### src/rtl/jpeg_header_dimension_scanner_unit_assert.svh
// Assertion macros for the JPEG header dimension scanner.
`ifndef JPEG_HEADER_DIMENSION_SCANNER_UNIT_ASSERT_SVH
`define JPEG_HEADER_DIMENSION_SCANNER_UNIT_ASSERT_SVH

// Same-cycle implication, sampled on clk, off during reset.
`define JHDS_ASSERT_NOW(name, ante, cons) \
    name: assert property (@(posedge clk) disable iff (!rst_n) (ante) |-> (cons)) \
        else $error("jhds: same-cycle check failed");

// Next-cycle implication, sampled on clk, off during reset.
`define JHDS_ASSERT_NEXT(name, ante, cons) \
    name: assert property (@(posedge clk) disable iff (!rst_n) (ante) |=> (cons)) \
        else $error("jhds: next-cycle check failed");

`endif

### src/rtl/jhds_pkg.sv
// Package: types, marker codes and helpers for the JPEG header dimension scanner.
`timescale 1ns / 1ps
package jhds_pkg;

    localparam logic [7:0] MK_FILL  = 8'hFF;
    localparam logic [7:0] MK_SOI   = 8'hD8;
    localparam logic [7:0] MK_EOI   = 8'hD9;
    localparam logic [7:0] MK_SOS   = 8'hDA;
    localparam logic [7:0] MK_TEM   = 8'h01;
    localparam logic [7:0] MK_RST0  = 8'hD0;
    localparam logic [7:0] MK_RST7  = 8'hD7;
    localparam logic [7:0] MK_SOF0  = 8'hC0;
    localparam logic [7:0] MK_SOF15 = 8'hCF;
    localparam logic [7:0] MK_DHT   = 8'hC4;
    localparam logic [7:0] MK_JPG   = 8'hC8;
    localparam logic [7:0] MK_DAC   = 8'hCC;
    localparam logic [7:0] MK_SOF2  = 8'hC2;
    localparam logic [7:0] MK_SOF10 = 8'hCA;

    // Frame header bytes counted, and how many of them are kept.
    localparam int FRAME_HDR_BYTES = 6;
    localparam int FRAME_KEEP      = 5;

    typedef enum logic [3:0] {
        PH_START0,
        PH_START1,
        PH_SEEK,
        PH_MARKER,
        PH_LENHI,
        PH_LENLO,
        PH_SKIP,
        PH_FRAME,
        PH_DONE
    } phase_t;

    typedef enum logic [2:0] {
        CAUSE_FRAME,
        CAUSE_END_MARKER,
        CAUSE_SHORT_LEN,
        CAUSE_EOF,
        CAUSE_BAD_START
    } cause_t;

    typedef struct packed {
        logic [7:0] data_byte;
        logic       last_byte;
    } byte_item_t;

    typedef struct packed {
        logic        start_marker_ok;
        logic        has_frame_info;
        logic [15:0] image_width;
        logic [15:0] image_height;
        logic [7:0]  sample_precision;
        logic        is_progressive;
        cause_t      end_cause;
    } scan_result_t;

    function automatic logic is_frame_marker(input logic [7:0] m);
        return (m >= MK_SOF0) && (m <= MK_SOF15) && (m != MK_DHT) && (m != MK_JPG)
            && (m != MK_DAC);
    endfunction

    function automatic logic is_standalone(input logic [7:0] m);
        return ((m >= MK_RST0) && (m <= MK_RST7)) || (m == MK_TEM);
    endfunction

endpackage

### src/rtl/jhds_input_stage.sv
// Input register: holds one byte transaction until the parser takes it.
`timescale 1ns / 1ps
module jhds_input_stage (
    input  logic                clk,
    input  logic                rst_n,
    input  logic                byte_valid,
    output logic                byte_stall,
    input  jhds_pkg::byte_item_t item_in,
    input  logic                advance,
    output logic                item_valid,
    output jhds_pkg::byte_item_t item_out
);
    import jhds_pkg::*;

    logic       vld_reg;
    logic       vld_next;
    byte_item_t item_reg;
    logic       take;

    assign byte_stall = vld_reg && !advance;
    assign take       = byte_valid && !byte_stall;

    always_comb
    begin
        if (take)
        begin
            vld_next = 1'b1;
        end
        else if (advance)
        begin
            vld_next = 1'b0;
        end
        else
        begin
            vld_next = vld_reg;
        end
    end

    always_ff @(posedge clk or negedge rst_n)
    begin
        if (!rst_n)
        begin
            vld_reg <= 1'b0;
        end
        else
        begin
            vld_reg <= vld_next;
        end
    end

    always_ff @(posedge clk)
    begin
        if (take)
        begin
            item_reg <= item_in;
        end
    end

    assign item_valid = vld_reg;
    assign item_out   = item_reg;

endmodule

### src/rtl/jhds_parser.sv
// Marker parser: per-byte state update and summary result for one file.
`timescale 1ns / 1ps
`include "jpeg_header_dimension_scanner_unit_assert.svh"
module jhds_parser (
    input  logic                  clk,
    input  logic                  rst_n,
    input  logic                  go,
    input  jhds_pkg::byte_item_t  item,
    output logic                  emit,
    output jhds_pkg::scan_result_t result
);
    import jhds_pkg::*;

    phase_t      phase_reg,  phase_next;
    logic [7:0]  marker_reg, marker_next;
    logic [7:0]  len_hi_reg, len_hi_next;
    logic [15:0] skip_reg,   skip_next;
    logic [2:0]  idx_reg,    idx_next;
    logic        start_ok_reg, start_ok_next;
    logic [7:0]  frame_bytes_reg [FRAME_KEEP];

    logic        hit;
    cause_t      hit_cause;
    logic        frame_done;
    logic        start_ok_upd;
    logic        live;
    logic        fb_wr;
    logic [15:0] seg;
    logic [15:0] seg_m2;
    logic [7:0]  b;

    assign b      = item.data_byte;
    assign seg    = {len_hi_reg, b};
    assign seg_m2 = seg - 16'd2;

    // next state
    always_comb
    begin
        phase_next    = phase_reg;
        marker_next   = marker_reg;
        len_hi_next   = len_hi_reg;
        skip_next     = skip_reg;
        idx_next      = idx_reg;
        start_ok_upd  = start_ok_reg;
        hit           = 1'b0;
        hit_cause     = CAUSE_FRAME;
        frame_done    = 1'b0;
        live          = 1'b1;
        case (phase_reg)
            PH_START0:
            begin
                if (b == MK_FILL)
                begin
                    phase_next = PH_START1;
                end
                else
                begin
                    hit       = 1'b1;
                    hit_cause = CAUSE_BAD_START;
                end
            end
            PH_START1:
            begin
                if (b == MK_SOI)
                begin
                    start_ok_upd = 1'b1;
                    phase_next   = PH_SEEK;
                end
                else
                begin
                    hit       = 1'b1;
                    hit_cause = CAUSE_BAD_START;
                end
            end
            PH_SEEK:
            begin
                if (b == MK_FILL)
                begin
                    phase_next = PH_MARKER;
                end
            end
            PH_MARKER:
            begin
                if (b == MK_FILL)
                begin
                    phase_next = PH_MARKER;
                end
                else if ((b == MK_EOI) || (b == MK_SOS))
                begin
                    hit       = 1'b1;
                    hit_cause = CAUSE_END_MARKER;
                end
                else if (is_standalone(b))
                begin
                    phase_next = PH_SEEK;
                end
                else
                begin
                    marker_next = b;
                    phase_next  = PH_LENHI;
                end
            end
            PH_LENHI:
            begin
                len_hi_next = b;
                phase_next  = PH_LENLO;
            end
            PH_LENLO:
            begin
                if (seg < 16'd2)
                begin
                    hit       = 1'b1;
                    hit_cause = CAUSE_SHORT_LEN;
                end
                else if (is_frame_marker(marker_reg))
                begin
                    if (seg_m2 >= 16'(FRAME_HDR_BYTES))
                    begin
                        idx_next   = 3'd0;
                        phase_next = PH_FRAME;
                    end
                    else
                    begin
                        hit       = 1'b1;
                        hit_cause = CAUSE_FRAME;
                    end
                end
                else if (seg_m2 == 16'd0)
                begin
                    phase_next = PH_SEEK;
                end
                else
                begin
                    skip_next  = seg_m2;
                    phase_next = PH_SKIP;
                end
            end
            PH_SKIP:
            begin
                skip_next = skip_reg - 16'd1;
                if (skip_next == 16'd0)
                begin
                    phase_next = PH_SEEK;
                end
            end
            PH_FRAME:
            begin
                idx_next = idx_reg + 3'd1;
                if (idx_next == 3'(FRAME_HDR_BYTES))
                begin
                    frame_done = 1'b1;
                    hit        = 1'b1;
                    hit_cause  = CAUSE_FRAME;
                end
            end
            default:
            begin
                live = 1'b0;
            end
        endcase

        start_ok_next = start_ok_upd;
        if (item.last_byte)
        begin
            phase_next    = PH_START0;
            marker_next   = 8'd0;
            len_hi_next   = 8'd0;
            skip_next     = 16'd0;
            idx_next      = 3'd0;
            start_ok_next = 1'b0;
        end
        else if (live && hit)
        begin
            phase_next = PH_DONE;
        end
    end

    // result fields
    always_comb
    begin
        emit                   = go && live && (hit || item.last_byte);
        result.start_marker_ok = start_ok_upd;
        result.has_frame_info  = frame_done;
        if (frame_done)
        begin
            result.image_width      = {frame_bytes_reg[3], frame_bytes_reg[4]};
            result.image_height     = {frame_bytes_reg[1], frame_bytes_reg[2]};
            result.sample_precision = frame_bytes_reg[0];
            result.is_progressive   = (marker_reg == MK_SOF2) || (marker_reg == MK_SOF10);
        end
        else
        begin
            result.image_width      = 16'd0;
            result.image_height     = 16'd0;
            result.sample_precision = 8'd0;
            result.is_progressive   = 1'b0;
        end
        if (hit)
        begin
            result.end_cause = hit_cause;
        end
        else if (start_ok_upd)
        begin
            result.end_cause = CAUSE_EOF;
        end
        else
        begin
            result.end_cause = CAUSE_BAD_START;
        end
    end

    always_ff @(posedge clk or negedge rst_n)
    begin
        if (!rst_n)
        begin
            phase_reg    <= PH_START0;
            marker_reg   <= 8'd0;
            len_hi_reg   <= 8'd0;
            skip_reg     <= 16'd0;
            idx_reg      <= 3'd0;
            start_ok_reg <= 1'b0;
        end
        else if (go)
        begin
            phase_reg    <= phase_next;
            marker_reg   <= marker_next;
            len_hi_reg   <= len_hi_next;
            skip_reg     <= skip_next;
            idx_reg      <= idx_next;
            start_ok_reg <= start_ok_next;
        end
    end

    // precision, height and width bytes; the component count is not kept
    assign fb_wr = go && (phase_reg == PH_FRAME) && (idx_reg < 3'(FRAME_KEEP));

    always_ff @(posedge clk)
    begin
        if (fb_wr)
        begin
            frame_bytes_reg[idx_reg] <= b;
        end
    end

    `JHDS_ASSERT_NEXT(a_end_parks, go && emit && !item.last_byte, phase_reg == PH_DONE)
    `JHDS_ASSERT_NEXT(a_last_clears, go && item.last_byte,
        (phase_reg == PH_START0) && !start_ok_reg)
    `JHDS_ASSERT_NOW(a_skip_nonzero, phase_reg == PH_SKIP, skip_reg != 16'd0)
    `JHDS_ASSERT_NOW(a_frame_idx, phase_reg == PH_FRAME, idx_reg < 3'(FRAME_HDR_BYTES))
    `JHDS_ASSERT_NOW(a_frame_cause, emit && result.has_frame_info,
        result.end_cause == CAUSE_FRAME && result.start_marker_ok)

endmodule

### src/rtl/jhds_result_reg.sv
// Result register: holds one summary transaction until the consumer takes it.
`timescale 1ns / 1ps
module jhds_result_reg (
    input  logic                  clk,
    input  logic                  rst_n,
    input  logic                  load,
    input  jhds_pkg::scan_result_t result_in,
    input  logic                  result_stall,
    output logic                  result_valid,
    output logic                  advance,
    output jhds_pkg::scan_result_t result_out
);
    import jhds_pkg::*;

    logic         vld_reg;
    logic         vld_next;
    scan_result_t res_reg;

    assign advance = !vld_reg || !result_stall;

    always_comb
    begin
        if (load)
        begin
            vld_next = 1'b1;
        end
        else if (!result_stall)
        begin
            vld_next = 1'b0;
        end
        else
        begin
            vld_next = vld_reg;
        end
    end

    always_ff @(posedge clk or negedge rst_n)
    begin
        if (!rst_n)
        begin
            vld_reg <= 1'b0;
        end
        else
        begin
            vld_reg <= vld_next;
        end
    end

    always_ff @(posedge clk)
    begin
        if (load)
        begin
            res_reg <= result_in;
        end
    end

    assign result_valid = vld_reg;
    assign result_out   = res_reg;

endmodule

### src/rtl/jpeg_header_dimension_scanner_unit.sv
// Throughput is one byte per clock while the consumer does not stall: each byte is registered
// at the input, then updates the parser state and, when it ends the scan, loads the result
// register, which offers the result. The result register is the only back-pressure point; a
// byte is held while a finished result waits and the consumer stalls.
// One result is given per file; bytes after the scan ends are dropped until the last byte.
`timescale 1ns / 1ps
module jpeg_header_dimension_scanner_unit (
    input  logic        clk,
    input  logic        rst_n,
    input  logic [7:0]  data_byte,
    input  logic        last_byte,
    input  logic        byte_valid,
    output logic        byte_stall,
    output logic        start_marker_ok,
    output logic        has_frame_info,
    output logic [15:0] image_width,
    output logic [15:0] image_height,
    output logic [7:0]  sample_precision,
    output logic        is_progressive,
    output logic [2:0]  end_cause,
    output logic        result_valid,
    input  logic        result_stall
);
    import jhds_pkg::*;

    byte_item_t   item_in;
    byte_item_t   item_q;
    logic         item_valid;
    logic         advance;
    logic         go;
    logic         emit;
    scan_result_t result_d;
    scan_result_t result_q;

    assign item_in.data_byte = data_byte;
    assign item_in.last_byte = last_byte;
    assign go = item_valid && advance;

    jhds_input_stage u_input (
        .clk        (clk),
        .rst_n      (rst_n),
        .byte_valid (byte_valid),
        .byte_stall (byte_stall),
        .item_in    (item_in),
        .advance    (advance),
        .item_valid (item_valid),
        .item_out   (item_q)
    );

    jhds_parser u_parser (
        .clk    (clk),
        .rst_n  (rst_n),
        .go     (go),
        .item   (item_q),
        .emit   (emit),
        .result (result_d)
    );

    jhds_result_reg u_result (
        .clk          (clk),
        .rst_n        (rst_n),
        .load         (emit),
        .result_in    (result_d),
        .result_stall (result_stall),
        .result_valid (result_valid),
        .advance      (advance),
        .result_out   (result_q)
    );

    assign start_marker_ok  = result_q.start_marker_ok;
    assign has_frame_info   = result_q.has_frame_info;
    assign image_width      = result_q.image_width;
    assign image_height     = result_q.image_height;
    assign sample_precision = result_q.sample_precision;
    assign is_progressive   = result_q.is_progressive;
    assign end_cause        = result_q.end_cause;

endmodule
### config.mk
export PLATFORM = sky130hd
export DESIGN_NAME = jpeg_header_dimension_scanner_unit
export DESIGN_NICKNAME = d
export VERILOG_FILES = /design/src/rtl/jhds_pkg.sv /design/src/rtl/jhds_input_stage.sv /design/src/rtl/jhds_parser.sv /design/src/rtl/jhds_result_reg.sv /design/src/rtl/jpeg_header_dimension_scanner_unit.sv
export VERILOG_INCLUDE_DIRS = /design/src /design/src/rtl
export SDC_FILE = /design/constraint.sdc
export NUM_CORES = 1
export LEC_CHECK = 0
export ABC_AREA = 1
export BUFFER_PORTS_ARGS = -buffer_cell sky130_fd_sc_hd__buf_2
export CAP_MARGIN = 20
export CELL_PAD_IN_SITES_DETAIL_PLACEMENT = 2
export CELL_PAD_IN_SITES_GLOBAL_PLACEMENT = 2
export CORE_MARGIN = 5
export CORE_UTILIZATION = 34
export DETAILED_ROUTE_END_ITERATION = 6
export PLACE_DENSITY = 0.86
export SLEW_MARGIN = 20
export SYNTH_ARGS = -nofsm -noshare
export SYNTH_HDL_FRONTEND = slang
export SYNTH_HIERARCHICAL = 1
export SYNTH_SLANG_ARGS = --single-unit
### constraint.sdc
create_clock -name clk -period 3.2 [get_ports clk]
set_input_delay 0.64 -clock clk [delete_from_list [all_inputs] [get_ports clk]]
set_output_delay 0.64 -clock clk [all_outputs]
set_load 0.05 [all_outputs]
==> results summary <==
The run finished with clean final reports. The critical path capture point type is a flip-flop. The routability-driven placement congestion ratio is approximately 0.91.

During synthesis, Yosys emitted a total of 6 warnings. Clock skew on the completed layout was measured at between 0.01 and 0.015 ns. Buffers placed on the I/O ports in this run total 60. The power density of the placed cells is ~850 nW/um^2. The minimum hold slack is 0.203 ns. The deepest clock path buffer count is 2. The critical path data arrival time came out at approximately 3.2 ns. The synthesized instance count is around 670. The number of flops mapped to enable cells by yosys came out at between 90 and 100.

The largest incremental delay on the critical path came out at 0.51 ns. Buffers inserted during clock tree synthesis total 17. Measured against its own limit, the worst slew margin works out to a little under three fifths. In the synthesized netlist the dominant register cell turns out to be edfxtp_1.

The vertical die dimension came out at between 100 and 150 um. The final net count came out at 770. The biggest fanout along the worst timing path came out at 35. The floorplan row count came out at 50. The latest clock arrival within the worst-skew pair came out at 0.43 ns. The post-synth net total came out at 690.

The kind of cell with the highest combined delay along the critical path is simple AND/OR/NAND/NOR gates. The flip-flop count of the largest register, all copies and words added is 46. The final-layout setup total negative slack is 0 ns.

The path class of the tightest hold or removal check is input port to asynchronous set/reset pin. TritonCTS built the clock tree. The die outline width came out at roughly 150 um. The total global-route track usage came out at about a fifth. At the worst endpoint, the required time is ~3.3 ns. In this run the critical register-to-register path is launched from u_input/item_out[4].

The worst-path cell with the longest stage delay is edfxtp_1. Setup repair after global routing left no endpoint under its margin. Setup violations remaining at the end of the flow were counted as 0. The DRC violation count after routing is 0. The average routed wire per standard cell is 21.7 um.

Timing analysis after detailed placement gives a worst setup slack of ~0.073 ns. The timing-limited maximum frequency came out at between 300 and 400 MHz. The clock net in this run drives a total of 137 sinks. The portion of the clock cycle consumed by the worst path in the final layout is a little over nine tenths. The post-synth design cell area came out at 6500 sq um.

In this run the cell area measured after placement is ~7100 sq um. Summed over all layers, the routed wires come to 21700 um. Of all flip-flops after synthesis, the portion carrying an async set or reset was 30.7%.

The clock-pin transition on the worst setup and hold timing paths came out at around 0.06 ns. The area of the core came out at roughly 19000 sq um. The clock period minus final worst setup slack came out at slightly above 3 ns. Counting both buffers and inverters, the worst setup path holds a total of 3. The number of levels in the clock H-tree is 4. The max-slew violation count is 0. Pin placement for this block handled between 60 and 70 I/O pins. Using the TritonRoute via totals, the vias-per-cell ratio works out to around 5.1.

The total leakage power is roughly 3.4 nW. The largest net degree at the start of global routing came out at 43. The critical path startpoint category is a flip-flop. The die covers 22000 sq um. The post-synthesis register bit count is roughly 140. The initial utilization of the core area, before any placement, comes to between 30% and 40%. The diode insertion count for antenna repair is 0. The area added between synthesis and finish is 18.7%.

The root buffer cell is clkbuf_16. The number of max-cap violations came out at 0. The number of global-route vias before repair is 5739. The area of all placed cells without fillers came out at about 7700 sq um.

The post-route antenna net violation count is 0. The maximum VDD drop is roughly 0.38 mV. Yosys mapped the design onto 42 distinct sky130hd cell types. Cells with a size suffix above 1 make up a little under a quarter of the layout. The critical path starts at u_input/item_out[4].

At the pin with the least slew margin, the transition time is about 0.66 ns. The utilization after layout is 41.1%. The pre-antenna-repair detailed-routing pass consisted of 4 iterations. Setup slack on the critical path of the routed design comes to ~0.13 ns. Traced cell by cell, the critical path runs through buf_4, nor2_2, nand2_1, nor2_2, nand3_1, nand2_1, nand2_1, nor2_4, nand4_1, nand3_1, nand3_1, inv_4, buf_12. The total overflow left after global routing is 0. The number of antenna violations at the first check in global routing is 0. The number of violations reported at the end of detailed-routing iteration 0 is ~320. The detailed placement HPWL came out at around 15000 um. The critical path in this run is classified as flip-flop to flip-flop.

The first global-routing pass estimated between 30000 and 40000 um of wire. The via total after detailed routing is ~5000. The final hold violation count is 0. A synthesized cell averages 9.68 sq um. After synthesis, flip-flops and latches occupy between 60% and 70% of the total area.
[stage by stage]
| step | power, mW | instances |
|---|---|---|
| 2_1_floorplan | 4.03 | 672 |
| 3_3_place_gp | 4.56 | 966 |
| 3_5_place_dp | 4.68 | 966 |
| 4_1_cts | 6.60 | 998 |
| 5_1_grt | 6.89 | 999 |
| 6_report | 6.56 | 999 |
[cell usage after synthesis (2+ instances only)]
| master | count | area share (%) |
|---|---|---|
| clkbuf_1 | 9 | 0.52 |
| buf_4 | 2 | 0.23 |
| a31oi_1 | 2 | 0.19 |
| nor3_1 | 8 | 0.62 |
| dfrtp_1 | 42 | 16 |
| xnor2_1 | 2 | 0.27 |
| xor2_1 | 11 | 1.5 |
| nand4_1 | 8 | 0.77 |
| buf_2 | 2 | 0.15 |
| nor4_1 | 3 | 0.29 |
| edfxtp_1 | 95 | 44 |
| inv_2 | 8 | 0.46 |
| o22ai_1 | 10 | 0.96 |
| mux2_2 | 2 | 0.35 |
| nand3_2 | 4 | 0.62 |
| o21ai_2 | 13 | 1.8 |
| nand2_4 | 2 | 0.35 |
| mux2_1 | 2 | 0.35 |
| nand2_1 | 125 | 7.2 |
| nand3_1 | 39 | 3.0 |
| a21oi_1 | 4 | 0.31 |
| o21ai_1 | 4 | 0.31 |
| nor2_2 | 10 | 0.96 |
| o21ai_0 | 26 | 2.0 |
| ha_1 | 5 | 0.96 |
| nor2_1 | 101 | 5.8 |
| inv_1 | 97 | 5.6 |
| nand2_2 | 15 | 1.4 |
| nor2_4 | 8 | 1.4 |
[final timing paths]
| check | endpoint | slack [ns] | cells past startpoint |
|---|---|---|---|
| worst min register to register | u_parser/marker_reg[6] | 0.50 | 1 |
| min in group clk | u_input/item_out[2] | 0.40 | 1 |
| worst min-delay path | u_parser/skip_reg[6] | 0.20 | 1 |
| worst max register to register | u_result/result_out[2] | 0.13 | 13 |
| worst max-delay path | u_result/result_out[2] | 0.13 | 13 |
| max in group asynchronous | u_parser/marker_reg[3] | 2.56 | 1 |
[power breakdown]
group	leakage [nW]	internal, mW	switching (mW)
Combinational	1.71	0.527	1.67
Sequential	1.45	2.28	0.214
Clock	0.275	1.02	0.855
Total	3.43	3.82	2.74
[routing by layer]
layer	vias to the layer above	global-route usage, %	share of wire, %
li1	2344	-	-
met1	2613	22.9	40
met2	136	37.3	53
met3	40	4.14	3.7
met4	0	6.97	3.4
met5	-	0	0
[placed cells by master, fill, tap and decap left out, drive strengths merged, types with 3 or more instances in the layout]
| cell | count |
|---|---|
| a21oi | 5 |
| buf | 76 |
| clkbuf | 17 |
| clkinv | 8 |
| dfrtp | 42 |
| edfxtp | 95 |
| ha | 5 |
| inv | 113 |
| mux2 | 4 |
| nand2 | 142 |
| nand3 | 43 |
| nand4 | 8 |
| nor2 | 119 |
| nor3 | 9 |
| nor4 | 3 |
| o21ai | 43 |
| o22ai | 10 |
| xor2 | 11 |
[cell families after synthesis]
kind of cell,after synthesis,share of synthesized area [%]
and+or+nand+nor,327,22.9
adders and majority gates,5,0.962
muxes,4,0.692
AOI/OAI and AO/OA,64,6.14
buffers and inverters,122,7.52
DFF,137,60.0
xor gates and xnor gates,13,1.75
[layout make-up]
class | count | area, sq um
repair buffers | 76 | 435
well taps | 234 | 293
inverters | 107 | 407
flip-flops and latches | 137 | 3900
multi-input cells | 413 | 2120
fillers | 2012 | 11000
clock buffers | 17 | 425
clock inverters | 15 | 136
[timing repair]
action                     4_1_cts  5_1_grt
setup endpoints to repair       35       35
hold buffers                     0        0
hold endpoints to repair         0        0
buffers inserted                 0        1
gates resized for setup          2        1
Note: power is estimated with default switching activity, not from simulation.
